<file path="src/design/uart_pkg.sv">
// shared types and constants for the 8n1 uart core
// no dependencies; used by uart_tx_unit, uart_rx_unit and uart_8n1_tx_rx_core
`default_nettype none

package uart_pkg;

    localparam int BYTE_W   = 8;
    localparam int PERIOD_W = 16;
    localparam int RXCNT_W  = PERIOD_W + 1;
    localparam int FRAME_W  = 10;
    localparam int BITCNT_W = 4;

    localparam logic [PERIOD_W-1:0] BIT_PERIOD_RESET  = 16'd104;
    localparam logic [PERIOD_W-1:0] HALF_PERIOD_RESET = 16'd52;

    localparam logic [FRAME_W-1:0]  STOP_MARK   = 10'd512;
    localparam logic [FRAME_W-1:0]  FRAME_IDLE  = 10'h3FF;
    localparam logic [BITCNT_W-1:0] FRAME_BITS  = 4'd10;
    localparam logic [BITCNT_W-1:0] RX_SAMPLES  = 4'd9;
    localparam logic [BITCNT_W-1:0] RX_DATA_END = 4'd8;

    // configuration register indexes
    localparam int CFG_INDEX_W = 1;
    localparam logic [CFG_INDEX_W-1:0] CFG_BIT_PERIOD  = 1'b0;
    localparam logic [CFG_INDEX_W-1:0] CFG_HALF_PERIOD = 1'b1;

    typedef struct packed {
        logic              rx_line;
        logic              send_valid;
        logic [BYTE_W-1:0] send_byte;
        logic              clear_received;
    } t_in_item;

    typedef struct packed {
        logic              tx_line;
        logic              tx_busy;
        logic [BYTE_W-1:0] received_byte;
        logic              received_ready;
    } t_out_item;

    typedef struct packed {
        logic tx_line;
        logic tx_busy;
    } t_tx_status;

    typedef struct packed {
        logic [BYTE_W-1:0] received_byte;
        logic              received_ready;
    } t_rx_status;

endpackage

`default_nettype wire

</file>
<file path="src/design/uart_tx_unit.sv">
// 8n1 transmitter: frame shift register, bit counter and bit timer
// depends on uart_pkg
`default_nettype none

module uart_tx_unit (
    input  wire logic                          i_clk,
    input  wire logic                          i_rst_n,
    input  wire logic                          i_step,
    input  wire uart_pkg::t_in_item            i_item,
    input  wire logic [uart_pkg::PERIOD_W-1:0] i_bit_period,
    output uart_pkg::t_tx_status               o_status
);

    logic [uart_pkg::FRAME_W-1:0]  r_frame,     n_frame;
    logic [uart_pkg::BITCNT_W-1:0] r_bits_left, n_bits_left;
    logic [uart_pkg::PERIOD_W-1:0] r_tick,      n_tick;

    always_comb begin
        n_frame     = r_frame;
        n_bits_left = r_bits_left;
        n_tick      = r_tick;
        if (r_bits_left != '0) begin
            n_tick = r_tick + 1'b1;
            if (n_tick >= i_bit_period) begin
                n_tick      = '0;
                n_frame     = {1'b1, r_frame[uart_pkg::FRAME_W-1:1]};
                n_bits_left = r_bits_left - 1'b1;
            end
        end
        // a send is taken once the stop bit has ended, even in the same beat
        if (n_bits_left == '0 && i_item.send_valid) begin
            n_frame     = {1'b0, i_item.send_byte, 1'b0} + uart_pkg::STOP_MARK;
            n_bits_left = uart_pkg::FRAME_BITS;
            n_tick      = '0;
        end
    end

    always_comb begin
        o_status.tx_busy = (n_bits_left != '0);
        o_status.tx_line = (n_bits_left != '0) ? n_frame[0] : 1'b1;
    end

    always_ff @(posedge i_clk) begin
        if (!i_rst_n) begin
            r_frame     <= uart_pkg::FRAME_IDLE;
            r_bits_left <= '0;
            r_tick      <= '0;
        end else if (i_step) begin
            r_frame     <= n_frame;
            r_bits_left <= n_bits_left;
            r_tick      <= n_tick;
        end
    end

    a_bits_in_range: assert property (@(posedge i_clk) disable iff (!i_rst_n)
        r_bits_left <= uart_pkg::FRAME_BITS)
        else $error("tx bit counter beyond frame length");

endmodule

`default_nettype wire

</file>
<file path="src/design/uart_rx_unit.sv">
// 8n1 receiver: start edge detect, sample timer and held byte with ready flag
// depends on uart_pkg
`default_nettype none

module uart_rx_unit (
    input  wire logic                          i_clk,
    input  wire logic                          i_rst_n,
    input  wire logic                          i_step,
    input  wire uart_pkg::t_in_item            i_item,
    input  wire logic [uart_pkg::PERIOD_W-1:0] i_bit_period,
    input  wire logic [uart_pkg::PERIOD_W-1:0] i_half_period,
    output uart_pkg::t_rx_status               o_status
);

    logic                          r_active, n_active;
    logic [uart_pkg::RXCNT_W-1:0]  r_tick,   n_tick;
    logic [uart_pkg::BITCNT_W-1:0] r_index,  n_index;
    logic [uart_pkg::BYTE_W-1:0]   r_byte,   n_byte;
    logic                          r_ready,  n_ready;
    logic                          r_last,   n_last;
    logic [uart_pkg::RXCNT_W-1:0]  w_target;

    always_comb begin
        // first sample lands mid-bit, later ones one period apart
        w_target = (r_index == '0)
            ? ({1'b0, i_half_period} + {1'b0, i_bit_period})
            : {1'b0, i_bit_period};

        n_active = r_active;
        n_tick   = r_tick;
        n_index  = r_index;
        n_byte   = r_byte;
        n_ready  = r_ready;
        n_last   = i_item.rx_line;

        if (i_item.clear_received) begin
            n_ready = 1'b0;
            n_byte  = '0;
        end

        if (r_active) begin
            n_tick = r_tick + 1'b1;
            if (n_tick >= w_target) begin
                n_tick = '0;
                if (r_index < uart_pkg::RX_DATA_END && i_item.rx_line) begin
                    n_byte[r_index[2:0]] = 1'b1;
                end
                n_index = r_index + 1'b1;
                if (n_index >= uart_pkg::RX_SAMPLES) begin
                    n_active = 1'b0;
                    n_index  = '0;
                    n_ready  = 1'b1;
                end
            end
        end else if (r_last && !i_item.rx_line) begin
            n_active = 1'b1;
            n_tick   = '0;
            n_index  = '0;
        end
    end

    assign o_status.received_byte  = n_byte;
    assign o_status.received_ready = n_ready;

    always_ff @(posedge i_clk) begin
        if (!i_rst_n) begin
            r_active <= 1'b0;
            r_tick   <= '0;
            r_index  <= '0;
            r_byte   <= '0;
            r_ready  <= 1'b0;
            r_last   <= 1'b1;
        end else if (i_step) begin
            r_active <= n_active;
            r_tick   <= n_tick;
            r_index  <= n_index;
            r_byte   <= n_byte;
            r_ready  <= n_ready;
            r_last   <= n_last;
        end
    end

    a_index_in_range: assert property (@(posedge i_clk) disable iff (!i_rst_n)
        r_index <= uart_pkg::RX_DATA_END)
        else $error("rx sample index beyond stop sample");

    a_idle_index_zero: assert property (@(posedge i_clk) disable iff (!i_rst_n)
        !r_active |-> (r_index == '0))
        else $error("rx sample index left nonzero while idle");

endmodule

`default_nettype wire

</file>
<file path="src/design/uart_8n1_tx_rx_core.sv">
// top level of the 8n1 uart core: input register, tx and rx units, result register
// depends on uart_pkg, uart_tx_unit and uart_rx_unit
`default_nettype none

// Each input beat is one clock tick carrying the rx pin level, an optional byte to
// send and a clear pulse; each produces exactly one result beat with the tx pin
// level, tx busy, the held received byte and the ready flag after that tick. One beat
// is taken every cycle while o_in_stall is low. The input register holds the beat,
// the tx and rx state is updated once as it passes on, and the result register loads
// it when that register is empty or not stalled. A stall on the result side holds the
// result register, and once the input register is also full it stalls the input
// side in the same cycle. The user must write bit_period and half_period through
// the configuration port only while no beat is in flight; the block itself does
// not enforce it.
module uart_8n1_tx_rx_core (
    input  wire logic                             i_clk,
    input  wire logic                             i_rst_n,
    input  wire logic                             i_in_valid,
    output logic                                  o_in_stall,
    input  wire uart_pkg::t_in_item               i_in_data,
    output logic                                  o_out_valid,
    input  wire logic                             i_out_stall,
    output uart_pkg::t_out_item                   o_out_data,
    input  wire logic                             i_cfg_we,
    input  wire logic [uart_pkg::CFG_INDEX_W-1:0] i_cfg_index,
    input  wire logic [uart_pkg::PERIOD_W-1:0]    i_cfg_data
);

    logic [uart_pkg::PERIOD_W-1:0] r_bit_period;
    logic [uart_pkg::PERIOD_W-1:0] r_half_period;
    logic                          r_in_valid;
    uart_pkg::t_in_item            r_in_item;
    logic                          r_out_valid;
    uart_pkg::t_out_item           r_out_item;
    logic                          w_advance;
    uart_pkg::t_tx_status          w_tx_status;
    uart_pkg::t_rx_status          w_rx_status;

    assign w_advance   = r_in_valid && (!r_out_valid || !i_out_stall);
    assign o_in_stall  = r_in_valid && r_out_valid && i_out_stall;
    assign o_out_valid = r_out_valid;
    assign o_out_data  = r_out_item;

    always_ff @(posedge i_clk) begin
        if (!i_rst_n) begin
            r_bit_period  <= uart_pkg::BIT_PERIOD_RESET;
            r_half_period <= uart_pkg::HALF_PERIOD_RESET;
        end else if (i_cfg_we) begin
            case (i_cfg_index)
                uart_pkg::CFG_BIT_PERIOD:  r_bit_period  <= i_cfg_data;
                uart_pkg::CFG_HALF_PERIOD: r_half_period <= i_cfg_data;
                default: ;
            endcase
        end
    end

    always_ff @(posedge i_clk) begin
        if (!i_rst_n) begin
            r_in_valid <= 1'b0;
        end else if (!o_in_stall) begin
            r_in_valid <= i_in_valid;
        end
    end

    always_ff @(posedge i_clk) begin
        if (i_in_valid && !o_in_stall) begin
            r_in_item <= i_in_data;
        end
    end

    uart_tx_unit u_tx (
        .i_clk        (i_clk),
        .i_rst_n      (i_rst_n),
        .i_step       (w_advance),
        .i_item       (r_in_item),
        .i_bit_period (r_bit_period),
        .o_status     (w_tx_status)
    );

    uart_rx_unit u_rx (
        .i_clk         (i_clk),
        .i_rst_n       (i_rst_n),
        .i_step        (w_advance),
        .i_item        (r_in_item),
        .i_bit_period  (r_bit_period),
        .i_half_period (r_half_period),
        .o_status      (w_rx_status)
    );

    always_ff @(posedge i_clk) begin
        if (!i_rst_n) begin
            r_out_valid <= 1'b0;
        end else if (w_advance) begin
            r_out_valid <= 1'b1;
        end else if (!i_out_stall) begin
            r_out_valid <= 1'b0;
        end
    end

    always_ff @(posedge i_clk) begin
        if (w_advance) begin
            r_out_item.tx_line        <= w_tx_status.tx_line;
            r_out_item.tx_busy        <= w_tx_status.tx_busy;
            r_out_item.received_byte  <= w_rx_status.received_byte;
            r_out_item.received_ready <= w_rx_status.received_ready;
        end
    end

    a_stall_needs_beat: assert property (@(posedge i_clk) disable iff (!i_rst_n)
        o_in_stall |-> (r_in_valid && r_out_valid))
        else $error("input stalled with no beat held");

    a_advance_fills_out: assert property (@(posedge i_clk) disable iff (!i_rst_n)
        w_advance |=> r_out_valid)
        else $error("advanced beat did not reach the result register");

    a_idle_line_high: assert property (@(posedge i_clk) disable iff (!i_rst_n)
        (r_out_valid && !r_out_item.tx_busy) |-> r_out_item.tx_line)
        else $error("tx line low while transmitter idle");

endmodule

`default_nettype wire
</file>
<file path="config.mk">
export PLATFORM = sky130hd
export DESIGN_NAME = uart_8n1_tx_rx_core
export DESIGN_NICKNAME = d
export VERILOG_FILES = /design/src/design/uart_pkg.sv /design/src/design/uart_tx_unit.sv /design/src/design/uart_rx_unit.sv /design/src/design/uart_8n1_tx_rx_core.sv
export SDC_FILE = /design/constraint.sdc
export NUM_CORES = 1
export LEC_CHECK = 0
export ABC_AREA = 1
export BUFFER_PORTS_ARGS = -buffer_cell sky130_fd_sc_hd__buf_2
export CAP_MARGIN = 10
export CORE_UTILIZATION = 62
export DETAILED_ROUTE_END_ITERATION = 10
export PLACE_DENSITY = 0.88
export SLEW_MARGIN = 20
export SYNTH_ARGS = -nofsm -noshare
export SYNTH_HDL_FRONTEND = slang
export SYNTH_SLANG_ARGS = --single-unit
</file>
<file path="constraint.sdc">
create_clock -name i_clk -period 3.8 [get_ports i_clk]
set_clock_uncertainty 0.1 [all_clocks]
set_input_delay 0.19 -clock i_clk [delete_from_list [all_inputs] [get_ports i_clk]]
set_output_delay 0.19 -clock i_clk [all_outputs]
set_load 0.02 [all_outputs]
</file>
* Word level (Yosys, flattened, before mapping)
Index checks and enable logic that the tools add are counted.
Word-level totals: register bits after elaboration 118, input bits 33, output and inout bits 13, logic and storage cells 97
Operators by class: $add $sub $neg 6, order comparisons 6, equal/unequal tests 2, multiplexer cells 33, bitwise logic cells 2, reduce and logical (&&, ||, !) cells 26
Operators by type and width (count):
- $mux W17 | 4
- $mux W16 | 3
- $mux W8 | 4
- $mux W10 | 3
- $mux W4 | 7
- $add A16 B16 Y17 | 1
- $add A17 B1 Y17 const B | 1
- $ge A17 B17 Y1 | 1
- $add A16 B1 Y16 const B | 1
- $ge A16 B16 Y1 | 1
- $mux W1 | 11
- $add A9 B10 Y10 const B | 1
- $logic_and A1 B1 Y1 | 8
- $logic_not A4 Y1 | 2
- $or A8 B8 Y8 | 1
- $reduce_and A2 Y1 | 4
- $reduce_bool A4 Y1 | 2
- $reduce_and A3 Y1 | 2
- $reduce_bool A2 Y1 | 3
- $add A4 B1 Y4 const B | 1
- $ge A4 B4 Y1 const B | 1
- $logic_not A1 Y1 | 4
- $lt A3 B4 Y1 const B | 1
- $lt A4 B4 Y1 const B | 1
- other kinds (7) | 7

* Longest topological paths before layout
Gate-level depths: netlist (run 1).
depth in word-level cells 8, gate-level depth with buffers 24, mapped depth without buffers 23

* Hierarchy
From an unflattened synthesis (run 1), not the netlist that was laid out.
Unflattened totals: cell total of the unflattened synthesis 1146, area, all modules 7885.1 um^2
Modules (own cells, without submodules):
- uart_rx_unit | instances 1, cells each 551, area an instance 3474.6 um^2, sequential area each 640.6 um^2
- uart_tx_unit | instances 1, cells each 391, area an instance 2382.3 um^2, sequential area each 600.6 um^2
- uart_8n1_tx_rx_core | instances 1, cells each 204, area an instance 2028.2 um^2, sequential area each 1341.3 um^2

* Worst setup path after synthesis (run 1)
OpenSTA, ideal clock, no wires.
path kind flip-flop to flip-flop, from register u_tx.r_tick[0] (netlist name), to register r_out_item, in the netlist o_out_data[10], data pin, library setup time 0.254 ns, arrival time 3.001 ns, data required time 3.446 ns, slack 0.445 ns, stages on the path, launching flop included 22, path buffers 1, period minus slack after synthesis 3.355 ns, cell sequence dfxtp_1 ha_1 nand3_1 nor3_1 nand3_1 nor2_1 nand4_1 xor2_1 inv_1 ha_1 nand4_1 nor3_1 nand2_2 nand2_4 nand2_4 nand2_2 nand2_1 nor2_2 nand3_4 buf_6 nand2_1 nand2_1
On the way: cells in the longest elaborated chain, start to end 8, elaborated cells between the ends (all ways) 11, classes of those cells add/sub: 1; order compare: 1; mux: 6; reduce/logical: 3
Ends and longest elaborated chain:
- from (decl) | RTL line uart_tx_unit.sv:16 | logic [uart_pkg::PERIOD_W-1:0] r_tick, n_tick;
- from (signal assigned) | RTL line uart_tx_unit.sv:51 | r_tick <= n_tick;
- $add A16 B1 Y16 (*) | RTL line uart_tx_unit.sv:23 | n_tick = r_tick + 1'b1;
- $ge A16 B16 Y1 (*) | RTL line uart_tx_unit.sv:24 | if (n_tick >= i_bit_period) begin
- $mux W4 | RTL line uart_tx_unit.sv:24
- $mux W4 | RTL line uart_tx_unit.sv:22 | if (r_bits_left != '0) begin
- $logic_not A4 Y1 | RTL line uart_tx_unit.sv:31 | if (n_bits_left == '0 && i_item.send_valid) begin
- $logic_and A1 B1 Y1 | RTL line uart_tx_unit.sv:31
- $mux W4 | RTL line uart_tx_unit.sv:31
- $reduce_bool A4 Y1 | RTL line uart_tx_unit.sv:40 | o_status.tx_line = (n_bits_left != '0) ? n_frame[0] : 1'b1;
- to (decl) | RTL line uart_8n1_tx_rx_core.sv:34 | uart_pkg::t_out_item r_out_item;
Every way passes the cells marked *; elsewhere a longest branch is shown, timed or not. The select of a mux whose other input is x is not followed. A chain may end at the register's enable or synchronous reset.

* Final worst setup path (run 1)
from register u_rx.r_tick[0] (netlist name), to register u_rx.r_tick[15] (netlist name)
On the way: cells in the longest elaborated chain, start to end 4
Ends and longest elaborated chain:
- from (decl) | RTL line uart_rx_unit.sv:16 | logic [uart_pkg::RXCNT_W-1:0] r_tick, n_tick;
- from (signal assigned) | RTL line uart_rx_unit.sv:75 | r_tick <= n_tick;
- $add A17 B1 Y17 (*) | RTL line uart_rx_unit.sv:42 | n_tick = r_tick + 1'b1;
- $ge A17 B17 Y1 | RTL line uart_rx_unit.sv:43 | if (n_tick >= w_target) begin
- $mux W17 (*) | RTL line uart_rx_unit.sv:43
- $mux W17 (*) | RTL line uart_rx_unit.sv:41 | if (r_active) begin
Every way passes the cells marked *; elsewhere a longest branch is shown, timed or not.

==> summary.md, run 1 <==
| Metric | Value |
|---|---|
| Total Nets Final | 1196 |
| Final hold violations | 0 |
| Mapped Area | 7250 um2 |
| Sw power | 1.07 mW |
| Multiplexer share of the synthesized area | 0.155% |
| Pre-CTS setup slack | -0.0656 ns |
| DR WL/cell | 15.8 um |
| Synthesis warning total | 0 |
| DRC viols | 0 |
| Routed wire length | 19900 um |
| Crit path DAT | 4.05 ns |
| Largest net degree at the start of global routing | 53 |
| Slew @ Worst Pin | 0.863 ns |
| Core Box Area | 11400 um2 |
| Clk Latency, worst-skew pair | 0.42 ns |
| CTS buffer count | 17 |
| Status | complete, but fails checks |
| Post-Syn Instances | 1011 |
| Final WS setup | -0.00184 ns |
| Htree depth | 4 |
| I/O pins | 46 |
| Failing checks | setup timing |
| Storage element area | 2600 um2 |
| Synth Flop Type | dfxtp_1 |
| Via density | 5.67 |
| Distinct cell type count after synthesis | 48 |
| Dpl cells | 1184 |
| Delay of the slowest critical-path stage | 0.39 ns |
| Clock buffer depth | 2 |
| GRT Overall Usage | 30.1% |
| R2R setup slack | -0.002 ns |
| Post-Route Utilization | 79.9% |
| Fillcell total | 705 |
| Die Y | 110 um |
| Worst-path clk slew | 0.06 ns |
| WS Path Type | flip-flop to flip-flop |
| Asr flop ratio synth | 0% |
| Slowest cell on the critical path | dfxtp_4 |
| Router iterations before antenna repair | 6 |
| Simple-Gate Fraction of Synth Area | 29.8% |
| Required time of the critical path | 4.05 ns |
| Largest family of logic cells by synthesized area | simple AND/OR/NAND/NOR gates |
| PD cells | 396 nW/um2 |
| Worst Setup Start Kind | flip-flop |
| Cell Int Power | 2.55 mW |
| Worst Path Buf+Inv | 4 |
| First-pass GRT wire length | 28100 um |
| CP Capture Type | flip-flop |
| Clock sink total | 118 |
| Period Utilization, post-route | 100% |
| Total of max-cap violations | 0 |
| CTS tree | done |
| Finished Layout Cells | 1262 |
| Cell mode on critical path | nand4_1 |
| Sequential share of power | 38.0% |
| Vias in the first global route | 6155 |
| Leak | 4.31 nW |
| Die area | 12100 um2 |
| DRT iter0 DRCs | 634 |
| Avg Cell Area, Syn | 7.17 um2 |
| Final HPWL from detailed placement | 11800 um |
| Fin. max-slew vios | 0 |
| Slew margin rel. | 42.5% |
| Root Driver | clkbuf_16 |
| Multi-input gate area | 4470 um2 |
| GP Congestion | 0.919 |
| Post-route ant nets | 0 |
| Vias | 7158 |
| Peak Freq | 263 MHz |
| Worst path top cell family by delay | simple AND/OR/NAND/NOR gates |
| Synthesis-stage register bit count | 118 |
| XOR/XNOR Fraction of Synth Area | 4.33% |
| Synth Area in Adders | 9.94% |
| Critical Path, Cell by Cell | ha_4, nand3_4, nor3_4, nand4_1, nor2_1, inv_1, nor2_2, nand4_1, xnor2_2, ha_4, a21oi_2, o21ai_1, a21oi_1, nand4_1, buf_4, nor3_4, buf_12, clkbuf_16, nand2_1, a21oi_2 |
| Minimum clock period | 3.80 ns |
| I/O Buffers | 45 |
| P&R area growth vs syn | 25.9% |
| Initial antenna violation count | 0 |
| N_diodes | 0 |
| Clock power share | 43.1% |
| Share of cells above drive strength 1 | 18.9% |
| Row cnt | 39 |
| Total power | 3.62 mW |
| Gate power share | 18.9% |
| Sw Share | 29.5% |
| Critical Path Fanout Max | 5 |
| Seq/Total Area, Yosys | 35.6% |
| Grt total ovfl | 0 |
| DIE WIDTH | 110 um |
| Synth Area in Compound Gates | 11.7% |
| HP Class | input port to flip-flop |
| Number of synthesized flops with an enable pin | 22 |
| Syn Nets | 1101 |
| Initial Utilization | 63.5% |
| VDD IR-drop max | 681 uV |
| # setup viols final | 1 |
## cell usage in the layout (no fill, tap or decap), drive strengths merged, types with 15 or more instances in the layout
cell type | synthesis | layout
a21oi | 84 | 84
buf | 8 | 80
clkbuf | 27 | 22
dfxtp | 96 | 96
dlygate4sd3 | 0 | 28
edfxtp | 22 | 22
ha | 56 | 56
inv | 118 | 118
nand2 | 249 | 250
nand3 | 64 | 64
nand4 | 30 | 30
nor2 | 120 | 120
nor3 | 15 | 15
o21ai | 58 | 58
xor2 | 25 | 25
## cell usage after synthesis, types with 2 or more instances
library cell  count  area, um2
a211oi_1          2       15.0
a21oi_1          82        410
buf_1             2       7.51
buf_2             2       10.0
buf_6             3       33.8
clkbuf_1         27        101
clkinv_1          2       7.51
dfxtp_1          96       1920
edfxtp_1         22        661
ha_1             56        701
inv_1           118        443
nand2_1         241        905
nand2_2           6       37.5
nand2_4           2       22.5
nand3_1          61        305
nand3_2           2       20.0
nand4_1          30        188
nor2_1          114        428
nor2_2            3       18.8
nor2_4            3       33.8
nor3_1           10       50.1
nor3_2            3       30.0
nor3_4            2       32.5
nor4_1            2       12.5
o211ai_1          6       45.0
o21ai_0          53        265
o21ai_1           5       25.0
o21bai_1          2       15.0
or2_2             3       18.8
xnor2_1          10       87.6
xor2_1           24        210
## per-layer routing
layer	vias to the layer above	GRT usage [%]	share of wire [%]
met5	-	0	0
met4	0	12.9	3.2
met3	54	7.82	6.8
met2	287	51.6	50
met1	3311	35.7	40
li1	3506	-	-
## registers in the layout, summed over array words and instances, names as in the netlist, 8 cells and up
signal	flops
r_in_item	11
u_tx.r_tick	16
r_half_period	16
u_rx.r_tick	17
o_out_data	11
u_rx.r_byte	8
u_tx.r_frame	10
r_bit_period	16
## metrics by stage
step | TNS (ns) | instance area (um2) | hold slack, ns
6_report | -0.00184 | 9130 | 0.0347
5_1_grt | -3.63 | 9130 | 0.0770
4_1_cts | 0 | 8520 | 0.0442
3_5_place_dp | -0.133 | 7670 | 0.268
3_3_place_gp | -0.00194 | 7670 | 0.267
2_1_floorplan | 0 | 7250 | 0.189
## power by group through the flow
stage	clock network, mW	registers (mW)	logic (mW)
2_1_floorplan	0	1.40	0.405
3_3_place_gp	0	1.40	0.549
3_5_place_dp	0	1.40	0.564
4_1_cts	1.56	1.37	0.591
5_1_grt	1.61	1.38	0.756
6_report	1.56	1.38	0.685
## worst min-delay path, cell delays in order
cell and delay, ns:
buf_2 0.13, o21ai_0 0.09, nor2_1 0.10
## what timing repair did
action	CTS	global route
cloned	0	3
hold endpoints to repair	41	0
pin swaps	1	32
hold buffers	28	0
setup buffers	0	15
setup endpoints to repair	16	70
gates resized for setup	3	96
## area by class of cell
cell class                 instances  share of cell area [%]
multi-input combinational        739                    49.0
sequential                       118                    28.5
timing repair buffer             110                    9.36
inverter                         120                    4.95
clock buffer                      20                    4.78
tap                              143                    1.96
clock inverter                    12                    1.44
## final timing paths
kind / cells past startpoint / to / start
worst max-delay path: 20 / u_rx.r_tick[15] / u_rx.r_tick[0]
worst min-delay path: 3 / r_half_period[1] / i_cfg_data[1]
worst max register to register: 20 / u_rx.r_tick[15] / u_rx.r_tick[0]
worst min register to register: 2 / u_tx.r_frame[9] / u_tx.r_frame[9]
## cells by family after synthesis
| kind of cell | Yosys count |
|---|---|
| AO/OA/AOI/OAI | 158 |
| XOR/XNOR | 35 |
| adder cells (fa/ha/maj) | 57 |
| buffers and inverters | 155 |
| flip-flops | 118 |
| multiplexers | 1 |
| AND/OR/NAND/NOR | 487 |
(Power assumes the default switching activity.)
==> inputs of run 2 (changes only) <==
--- a/config.mk
+++ b/config.mk
@@ -14,4 +14,5 @@
 export SLEW_MARGIN = 20
 export SYNTH_ARGS = -nofsm -noshare
 export SYNTH_HDL_FRONTEND = slang
+export SYNTH_HIERARCHICAL = 1
 export SYNTH_SLANG_ARGS = --single-unit
==> run 2 against run 1 <==
Die area rose by 8.6%. Non-clock buffer count fell by 7. Clock-buffer cell count is 1 lower. Worst hold slack improved by 0.082 ns. First-iteration DRC count rose by 34%. The flow still finishes with violations (setup timing). Highest routed layer unchanged. Total power up 19%. Via count up 9.1%. Critical endpoint is now u_tx/r_tick[12]. Global-route usage is 1.2 points higher. Synthesized cell count up 13%.
==> summary.md, run 2 <==
| Metric | Value |
|---|---|
| Status | complete, but fails checks |
| Failing checks | setup timing |
| Multiplexer share of the synthesized area | 0.889% (+0.73 points) |
| Clk Latency, worst-skew pair | 0.43 ns (about the same) |
| Core Box Area | 12200 um2 (+6.9%) |
| Dpl cells | 1339 (+13%) |
| Vias in the first global route | 6983 (+13%) |
| Crit path DAT | 4.13 ns (+0.08 ns) |
| Row cnt | 40 (+2.6%) |
| Largest cells by area after synthesis | dfxtp_1 (24%), nand2_1 (14%), ha_1 (8.7%), edfxtp_1 (8.4%), nor2_1 (8.0%) |
| CTS tree | done |
| Critical Path Fanout Max | 8 (+3) |
| Post-Syn Instances | 1146 (+13%) |
| Synthesis-stage register bit count | 118 (unchanged) |
| Synth Flop Type | dfxtp_1 |
| Top-area cell type share of the netlist area | 24.4% (-2.1 points) |
| Worst-path clk slew | 0.05 ns (about the same) |
| CP startpoint | u_tx/r_tick[1] |
| VDD IR-drop max | 348 uV (-49%) |
| Synthesis warning total | 6 (+6) |
| Seq/Total Area, Yosys | 32.8% (-2.9 points) |
| Fin. max-slew vios | 0 (unchanged) |
| Most frequent cells in the layout | nand2_1 (293), nor2_1 (163), inv_1 (142) |
| Grt total ovfl | 0 (unchanged) |
| Leak | 4.72 nW (+9.7%) |
| Distinct cell type count after synthesis | 52 (+8.3%) |
| Die Y | 115 um (+4.2%) |
| GP Congestion | 0.939 (+2.2%) |
| Worst r2r src | u_tx/r_tick[1] |
| Largest family of logic cells by synthesized area | simple AND/OR/NAND/NOR gates |
| Initial antenna violation count | 0 (unchanged) |
| I/O pins | 46 (unchanged) |
| DIE WIDTH | 115 um (+4.2%) |
| XOR/XNOR Fraction of Synth Area | 4.09% (-0.24 points) |
| Commonest non-fill, non-tap cell in the layout | nand2_1 |
| Post-route cell area | 9400 um2 (+3.0%) |
| GR Util met1 | 37.4% (+1.8 points) |
| R2R setup slack | -0.08 ns (-0.07 ns) |
| Slew margin rel. | 39.4% (-3.1 points) |
| Post-synth top area cell | dfxtp_1 |
| Final HPWL from detailed placement | 12900 um (+9.4%) |
| N_diodes | 0 (unchanged) |
| Final WS setup | -0.0766 ns (-0.0748 ns) |
| DR WL/cell | 15.0 um (-4.7%) |
| CP Capture Type | flip-flop |
| Worst reg2reg path depth | 23 (+15%) |
| DRT iter0 DRCs | 852 (+34%) |
| Via density | 5.52 (-2.6%) |
| Initial Utilization | 64.6% (+1.1 points) |
| Finished Layout Cells | 1414 (+12%) |
| Synth Area in Adders | 8.98% (-0.96 points) |
| Mapped Area | 7890 um2 (+8.8%) |
| Final hold violations | 0 (unchanged) |
| Most flop-heavy register | u_rx/r_tick |
| Routed wire length | 21300 um (+6.8%) |
| Most frequent cell after synthesis | nand2_1 |
| Required time of the critical path | 4.06 ns (about the same) |
| Minimum clock period | 3.88 ns (+0.0748 ns) |
| Htree depth | 4 (unchanged) |
| I/O Buffers | 45 (unchanged) |
| DRC viols | 0 (unchanged) |
| Clock buffer depth | 2 (unchanged) |
| Clock sink total | 118 (unchanged) |
| Busiest grt layer | met2 |
| Worst Setup Start Kind | flip-flop |
| Syn Nets | 1235 (+12%) |
| First-pass GRT wire length | 32100 um (+14%) |
| PD cells | 457 nW/um2 (+15%) |
| Met3 usage | 7.38% (-0.44 points) |
| Root Driver | clkbuf_16 |
| Max FFs per register | 17 (unchanged) |
| Top cells by count, synth | nand2_1 (301), nor2_1 (169), inv_1 (144) |
| Slew @ Worst Pin | 0.908 ns (+0.0453 ns) |
| Vias | 7809 (+9.1%) |
| Post-route ant nets | 0 (unchanged) |
| Synth Area in Compound Gates | 8.27% (-3.4 points) |
| Die area | 13200 um2 (+8.6%) |
| Simple-Gate Fraction of Synth Area | 35.1% (+5.3 points) |
| Peak Freq | 258 MHz (-1.9%) |
| Setup crit end | u_tx/r_tick[12] |
| RR Endpoint | u_tx/r_tick[12] |
| Router iterations before antenna repair | 6 (unchanged) |
| Largest net degree at the start of global routing | 71 (+34%) |
| Placed cell areas | 8260 um2 (+7.8%) |
| WS Path Type | flip-flop to flip-flop |
| HP Class | input port to flip-flop |
| Hold Path Depth | 4 (+1) |
| GRT Overall Usage | 31.3% (+1.2 points) |
| P&R area growth vs syn | 19.2% |
| Number of synthesized flops with an enable pin | 22 (unchanged) |
| Met2 GRT Util | 53.9% (+2.3 points) |
| Avg Cell Area, Syn | 6.88 um2 (-4.0%) |
| Share of cells above drive strength 1 | 16.6% (-2.2 points) |
| Period Utilization, post-route | 102% (+2.0 points) |
| Min Hold Slack | 0.117 ns (+0.0819 ns) |
| Total Nets Final | 1322 (+11%) |
| Asr flop ratio synth | 0% (unchanged) |
| CTS buffer count | 17 (unchanged) |
| Total of max-cap violations | 0 (unchanged) |
| # setup viols final | 16 (+15) |
run 2: metal layers:
metal | part of all wire [%] | wire [um]
met1 | 40 | 8600
met2 | 49 | 10400
met3 | 7.4 | 1580
met4 | 3.0 | 631
met5 | 0 | 0
run 2: cell families (layout without fill, tap and decap cells):
family,count (synthesis),in the layout
muxes,7,7
xor gates and xnor gates,36,36
buffers and inverters,188,287
DFF,118,118
AOI/OAI and AO/OA,110,110
adders and majority gates,56,56
and+or+nand+nor,631,632
run 2: cell type report:
cell class / instances / area, um2
Timing Repair Buffer: 103 / 753
Clock inverter: 13 / 146
Sequential cell: 118 / 2590
Tap cell: 168 / 210
Fill cell: 861 / 2810
Clock buffer: 19 / 443
Inverter: 152 / 576
Multi-Input combinational cell: 841 / 4680
run 2: per-stage QoR:
step / setup TNS, ns / util [%] / setup WS (ns) / total power [mW]
3_5_place_dp: 0 / 67.7 / 0.125 / 2.50
2_1_floorplan: 0 / - / 0.423 / 2.27
6_report: -0.770 / 77.0 / -0.0766 / 4.30
5_1_grt: -4.15 / 77.0 / -0.243 / 4.49
3_3_place_gp: 0 / 67.7 / 0.254 / 2.47
4_1_cts: 0 / 74.9 / 0.0143 / 4.13
run 2: repair_timing:
item                       CTS  global route
setup endpoints to repair    0            69
buffers inserted             0            13
hold buffers                29             0
gates resized for setup      0            42
hold endpoints to repair    40             0
run 2: how the worst min path moves through the flow:
stage | start | endpoint | slack [ns]
3_3_place_gp | i_in_data[9] | r_in_item[9] | 0.27
3_5_place_dp | i_in_data[7] | r_in_item[7] | 0.27
2_1_floorplan | i_in_data[0] | r_in_item[0] | 0.19
5_1_grt | i_cfg_index | r_bit_period[0] | 0.12
6_report | i_cfg_index | r_bit_period[0] | 0.12
4_1_cts | i_cfg_index | r_bit_period[0] | 0.09
run 2: where the power goes:
group	internal, mW	switching, mW	total (mW)
Combinational	0.457	0.775	1.23
Sequential	1.37	0.0843	1.45
Clock	0.989	0.623	1.61
Total	2.82	1.48	4.30
run 2: worst max-delay path, cell delays in order, from the launching register on:
cell      delay [ns]
dfxtp_2         0.35
nand2_1         0.08
nor2_2          0.18
nand3_2         0.12
nor2_2          0.14
nand2_2         0.09
buf_4           0.14
nor3_1          0.28
xor2_1          0.25
ha_1            0.29
a21oi_1         0.20
o21ai_1         0.12
a21oi_2         0.16
nand2_2         0.12
nand2_2         0.11
nand2_2         0.07
nand2_4         0.10
nand3_4         0.10
o21bai_4        0.27
nand2_4         0.14
buf_6           0.19
nand2_1         0.06
nand2_1         0.04
nor2_1          0.10
==> inputs of run 3 (changes only) <==
--- a/config.mk
+++ b/config.mk
@@ -8,9 +8,9 @@
 export ABC_AREA = 1
 export BUFFER_PORTS_ARGS = -buffer_cell sky130_fd_sc_hd__buf_2
 export CAP_MARGIN = 10
-export CORE_UTILIZATION = 62
+export CORE_UTILIZATION = 65
 export DETAILED_ROUTE_END_ITERATION = 10
-export PLACE_DENSITY = 0.88
+export PLACE_DENSITY = 0.91
 export SLEW_MARGIN = 20
 export SYNTH_ARGS = -nofsm -noshare
 export SYNTH_HDL_FRONTEND = slang
==> constraint.sdc (replaced) <==
create_clock -name i_clk -period 4.8 [get_ports i_clk]
set_clock_uncertainty 0.1 [all_clocks]
set_input_delay 0.24 -clock i_clk [delete_from_list [all_inputs] [get_ports i_clk]]
set_output_delay 0.24 -clock i_clk [all_outputs]
set_load 0.02 [all_outputs]
==> run 3 against run 2 <==
The flow finishes with violations (DRC). Global-route usage rose by 1.9 points. Non-clock buffer count fell by 25. Die area fell by 4.5%. Sequential share of layout area rose by 1.1 points. Largest cell class unchanged.
==> summary.md, run 3 (synthesis results as in run 2) <==
| Metric | Value |
|---|---|
| Status | complete, but fails checks |
| Failing checks | DRC |
| Min Hold Slack | 0.00112 ns (-0.115 ns) |
| Fin. max-slew vios | 0 (unchanged) |
| Crit path DAT | 4.44 ns (+0.31 ns) |
| Finished Layout Cells | 1364 (-3.5%) |
| Largest net degree at the start of global routing | 72 (+1.4%) |
| DIE WIDTH | 112 um (-2.3%) |
| Post-route ant nets | 0 (unchanged) |
| P&R area growth vs syn | 14.2% |
| Router iterations before antenna repair | 9 (+3) |
| First-pass GRT wire length | 32800 um (+2.2%) |
| Vias | 7690 (-1.5%) |
| Worst-path clk slew | 0.07 ns (+0.02 ns) |
| DRT iter0 DRCs | 673 (-21%) |
| Cell mode on critical path | nand2_1 |
| Slew margin rel. | 34.2% (-5.2 points) |
| Initial antenna violation count | 1 (+1) |
| Period Utilization, post-route | 91.4% (-11 points) |
| Minimum clock period | 4.39 ns (+0.512 ns) |
| Slew @ Worst Pin | 0.986 ns (+0.0776 ns) |
| Setup Total Neg Slack | 0 ns (+0.770 ns) |
| Worst Setup Start Kind | flip-flop |
| Worst r2r src | u_tx/r_tick[0] |
| Commonest non-fill, non-tap cell in the layout | nand2_1 |
| # setup viols final | 0 (-16) |
| Max FFs per register | 17 (unchanged) |
| CTS tree | done |
| Leak | 4.58 nW (-3.1%) |
| Die area | 12600 um2 (-4.5%) |
| PD cells | 367 nW/um2 (-20%) |
| GP Congestion | 0.923 (-1.8%) |
| Most flop-heavy register | u_rx/r_tick |
| Delay of the slowest critical-path stage | 0.42 ns (+0.07 ns) |
| Dpl cells | 1302 (-2.8%) |
| Worst min-delay path startpoint | i_out_stall |
| Most frequent cells in the layout | nand2_1 (300), nor2_1 (169), inv_1 (144) |
| WS Path Type | flip-flop to flip-flop |
| Worst path depth | 24 (+4.3%) |
| Core Box Area | 11600 um2 (-4.9%) |
| Root Driver | clkbuf_16 |
| Fillcell total | 772 (-10%) |
| CP Capture Type | flip-flop |
| Hold Path Depth | 3 (-1) |
| Final HPWL from detailed placement | 12800 um (-0.95%) |
| Clock sink total | 118 (unchanged) |
| Peak Freq | 228 MHz (-12%) |
| VDD IR-drop max | 278 uV (-20%) |
| DR WL/cell | 15.3 um (+1.6%) |
| Via density | 5.64 (+2.1%) |
| Total of max-cap violations | 0 (unchanged) |
| R2R setup slack | 0.41 ns (+0.49 ns) |
| Unrepaired setup endpoints after global routing | false |
| Htree depth | 4 (unchanged) |
| Clk Latency, worst-skew pair | 0.44 ns (about the same) |
| I/O Buffers | 45 (unchanged) |
| CP startpoint | u_tx/r_tick[0] |
| HP Class | input port to flip-flop |
| Slowest cell on the critical path | dfxtp_1 |
| Required time of the critical path | 4.86 ns (+0.80 ns) |
| Final hold violations | 0 (unchanged) |
| Vias in the first global route | 7282 (+4.3%) |
| GRT Overall Usage | 33.2% (+1.9 points) |
| Row cnt | 39 (-2.5%) |
| Worst Path Buf+Inv | 2 (unchanged) |
| Worst reg2reg path depth | 24 (+4.3%) |
| Total Nets Final | 1296 (-2.0%) |
| Die Y | 112 um (-2.3%) |
| Clock buffer depth | 2 (unchanged) |
| Routed wire length | 20800 um (-2.0%) |
| CTS buffer count | 17 (unchanged) |
| Critical Path Fanout Max | 16 (+8) |
| Share of cells above drive strength 1 | 12.7% (-3.9 points) |
| Critical Path, Cell by Cell | nand2_1, nor2_1, nand3_1, nor2_1, nand2_1, inv_1, nand4_1, nor2_1, inv_1, nor2_1, nor2_1, ha_1, a21oi_1, o21ai_0, a21oi_2, nand2_2, nand2_2, nand2_1, nand2_1, nand2_4, nor2_1, nand2_1, nand2_1, nand2_1 |
| Worst path top cell family by delay | simple AND/OR/NAND/NOR gates |
| Initial Utilization | 67.9% (+3.3 points) |
| I/O pins | 46 (unchanged) |
| DRC viols | 4 (+4) |
| Grt total ovfl | 0 (unchanged) |
==> run 3: changes by cell type in the layout (fill, tap and decap cells not counted), moves of 3 or more <==
cell           previous run  this run
buf_4                    26         7
nor2_1                  163       169
dlygate4sd3_1            29        26
dfxtp_2                   3         0
dfxtp_1                  93        96
nand2_2                  26        20
nand3_1                  84        87
nand2_1                 293       300
nor2_2                    8         4
nand3_2                  11         8
==> run 3: worst reg2reg max path, delay by kind of cell, from the launching register on <==
family                     cells  cell delay, ns
buffers and inverters          2            0.17
AOI/OAI and AO/OA              3            0.44
DFF                            1            0.42
adders and majority gates      1            0.29
and+or+nand+nor               18            2.69
==> run 3: final timing paths <==
path / to
hold reg to reg: u_tx/r_frame[2]
setup / recovery: o_out_data[10]
setup reg to reg: o_out_data[10]
hold / removal: o_out_valid
==> run 3: metrics by stage <==
stage	setup WS, ns	power, mW	area [um2]	util, %
global route	0.0123	3.45	9010	77.6
finish	0.411	3.31	9010	77.6
CTS	0.518	3.23	8980	77.3
global placement	0.858	1.92	8130	70.0
detailed placement	0.616	1.95	8130	70.0
floorplan	1.42	1.79	7890	-
==> run 3: area by class of cell <==
class,count,area (um2),share of cell area [%]
clock inverters,11,111,1.24
flip-flops and latches,118,2580,28.7
diodes,1,2.50,0.0278
inverters,152,572,6.35
well taps,143,179,1.99
multi-input cells,840,4540,50.4
clock buffers,21,482,5.35
repair buffers,78,538,5.97
==> run 3: power breakdown <==
part | leakage [nW] | internal (mW) | switching, mW
Sequential | 1.00 | 1.08 | 0.0683
Combinational | 3.30 | 0.297 | 0.564
Clock | 0.283 | 0.778 | 0.513
Total | 4.58 | 2.16 | 1.15
==> run 3: metal layers <==
layer | vias to the layer above | global-route usage (%) | share of wire (%)
li1 | 3763 | - | -
met1 | 3468 | 36.6 | 39
met2 | 380 | 58.4 | 49
met3 | 79 | 6.53 | 6.7
met4 | 0 | 22.0 | 5.5
met5 | - | 0 | 0
==> run 3: repair_timing <==
| action | in CTS | in global routing |
|---|---|---|
| endpoints found under the setup margin | 0 | 9 |
| hold buffers | 26 | 0 |
| gates resized for setup | 0 | 1 |
| setup buffers | 0 | 3 |
| hold endpoints to repair | 26 | 0 |
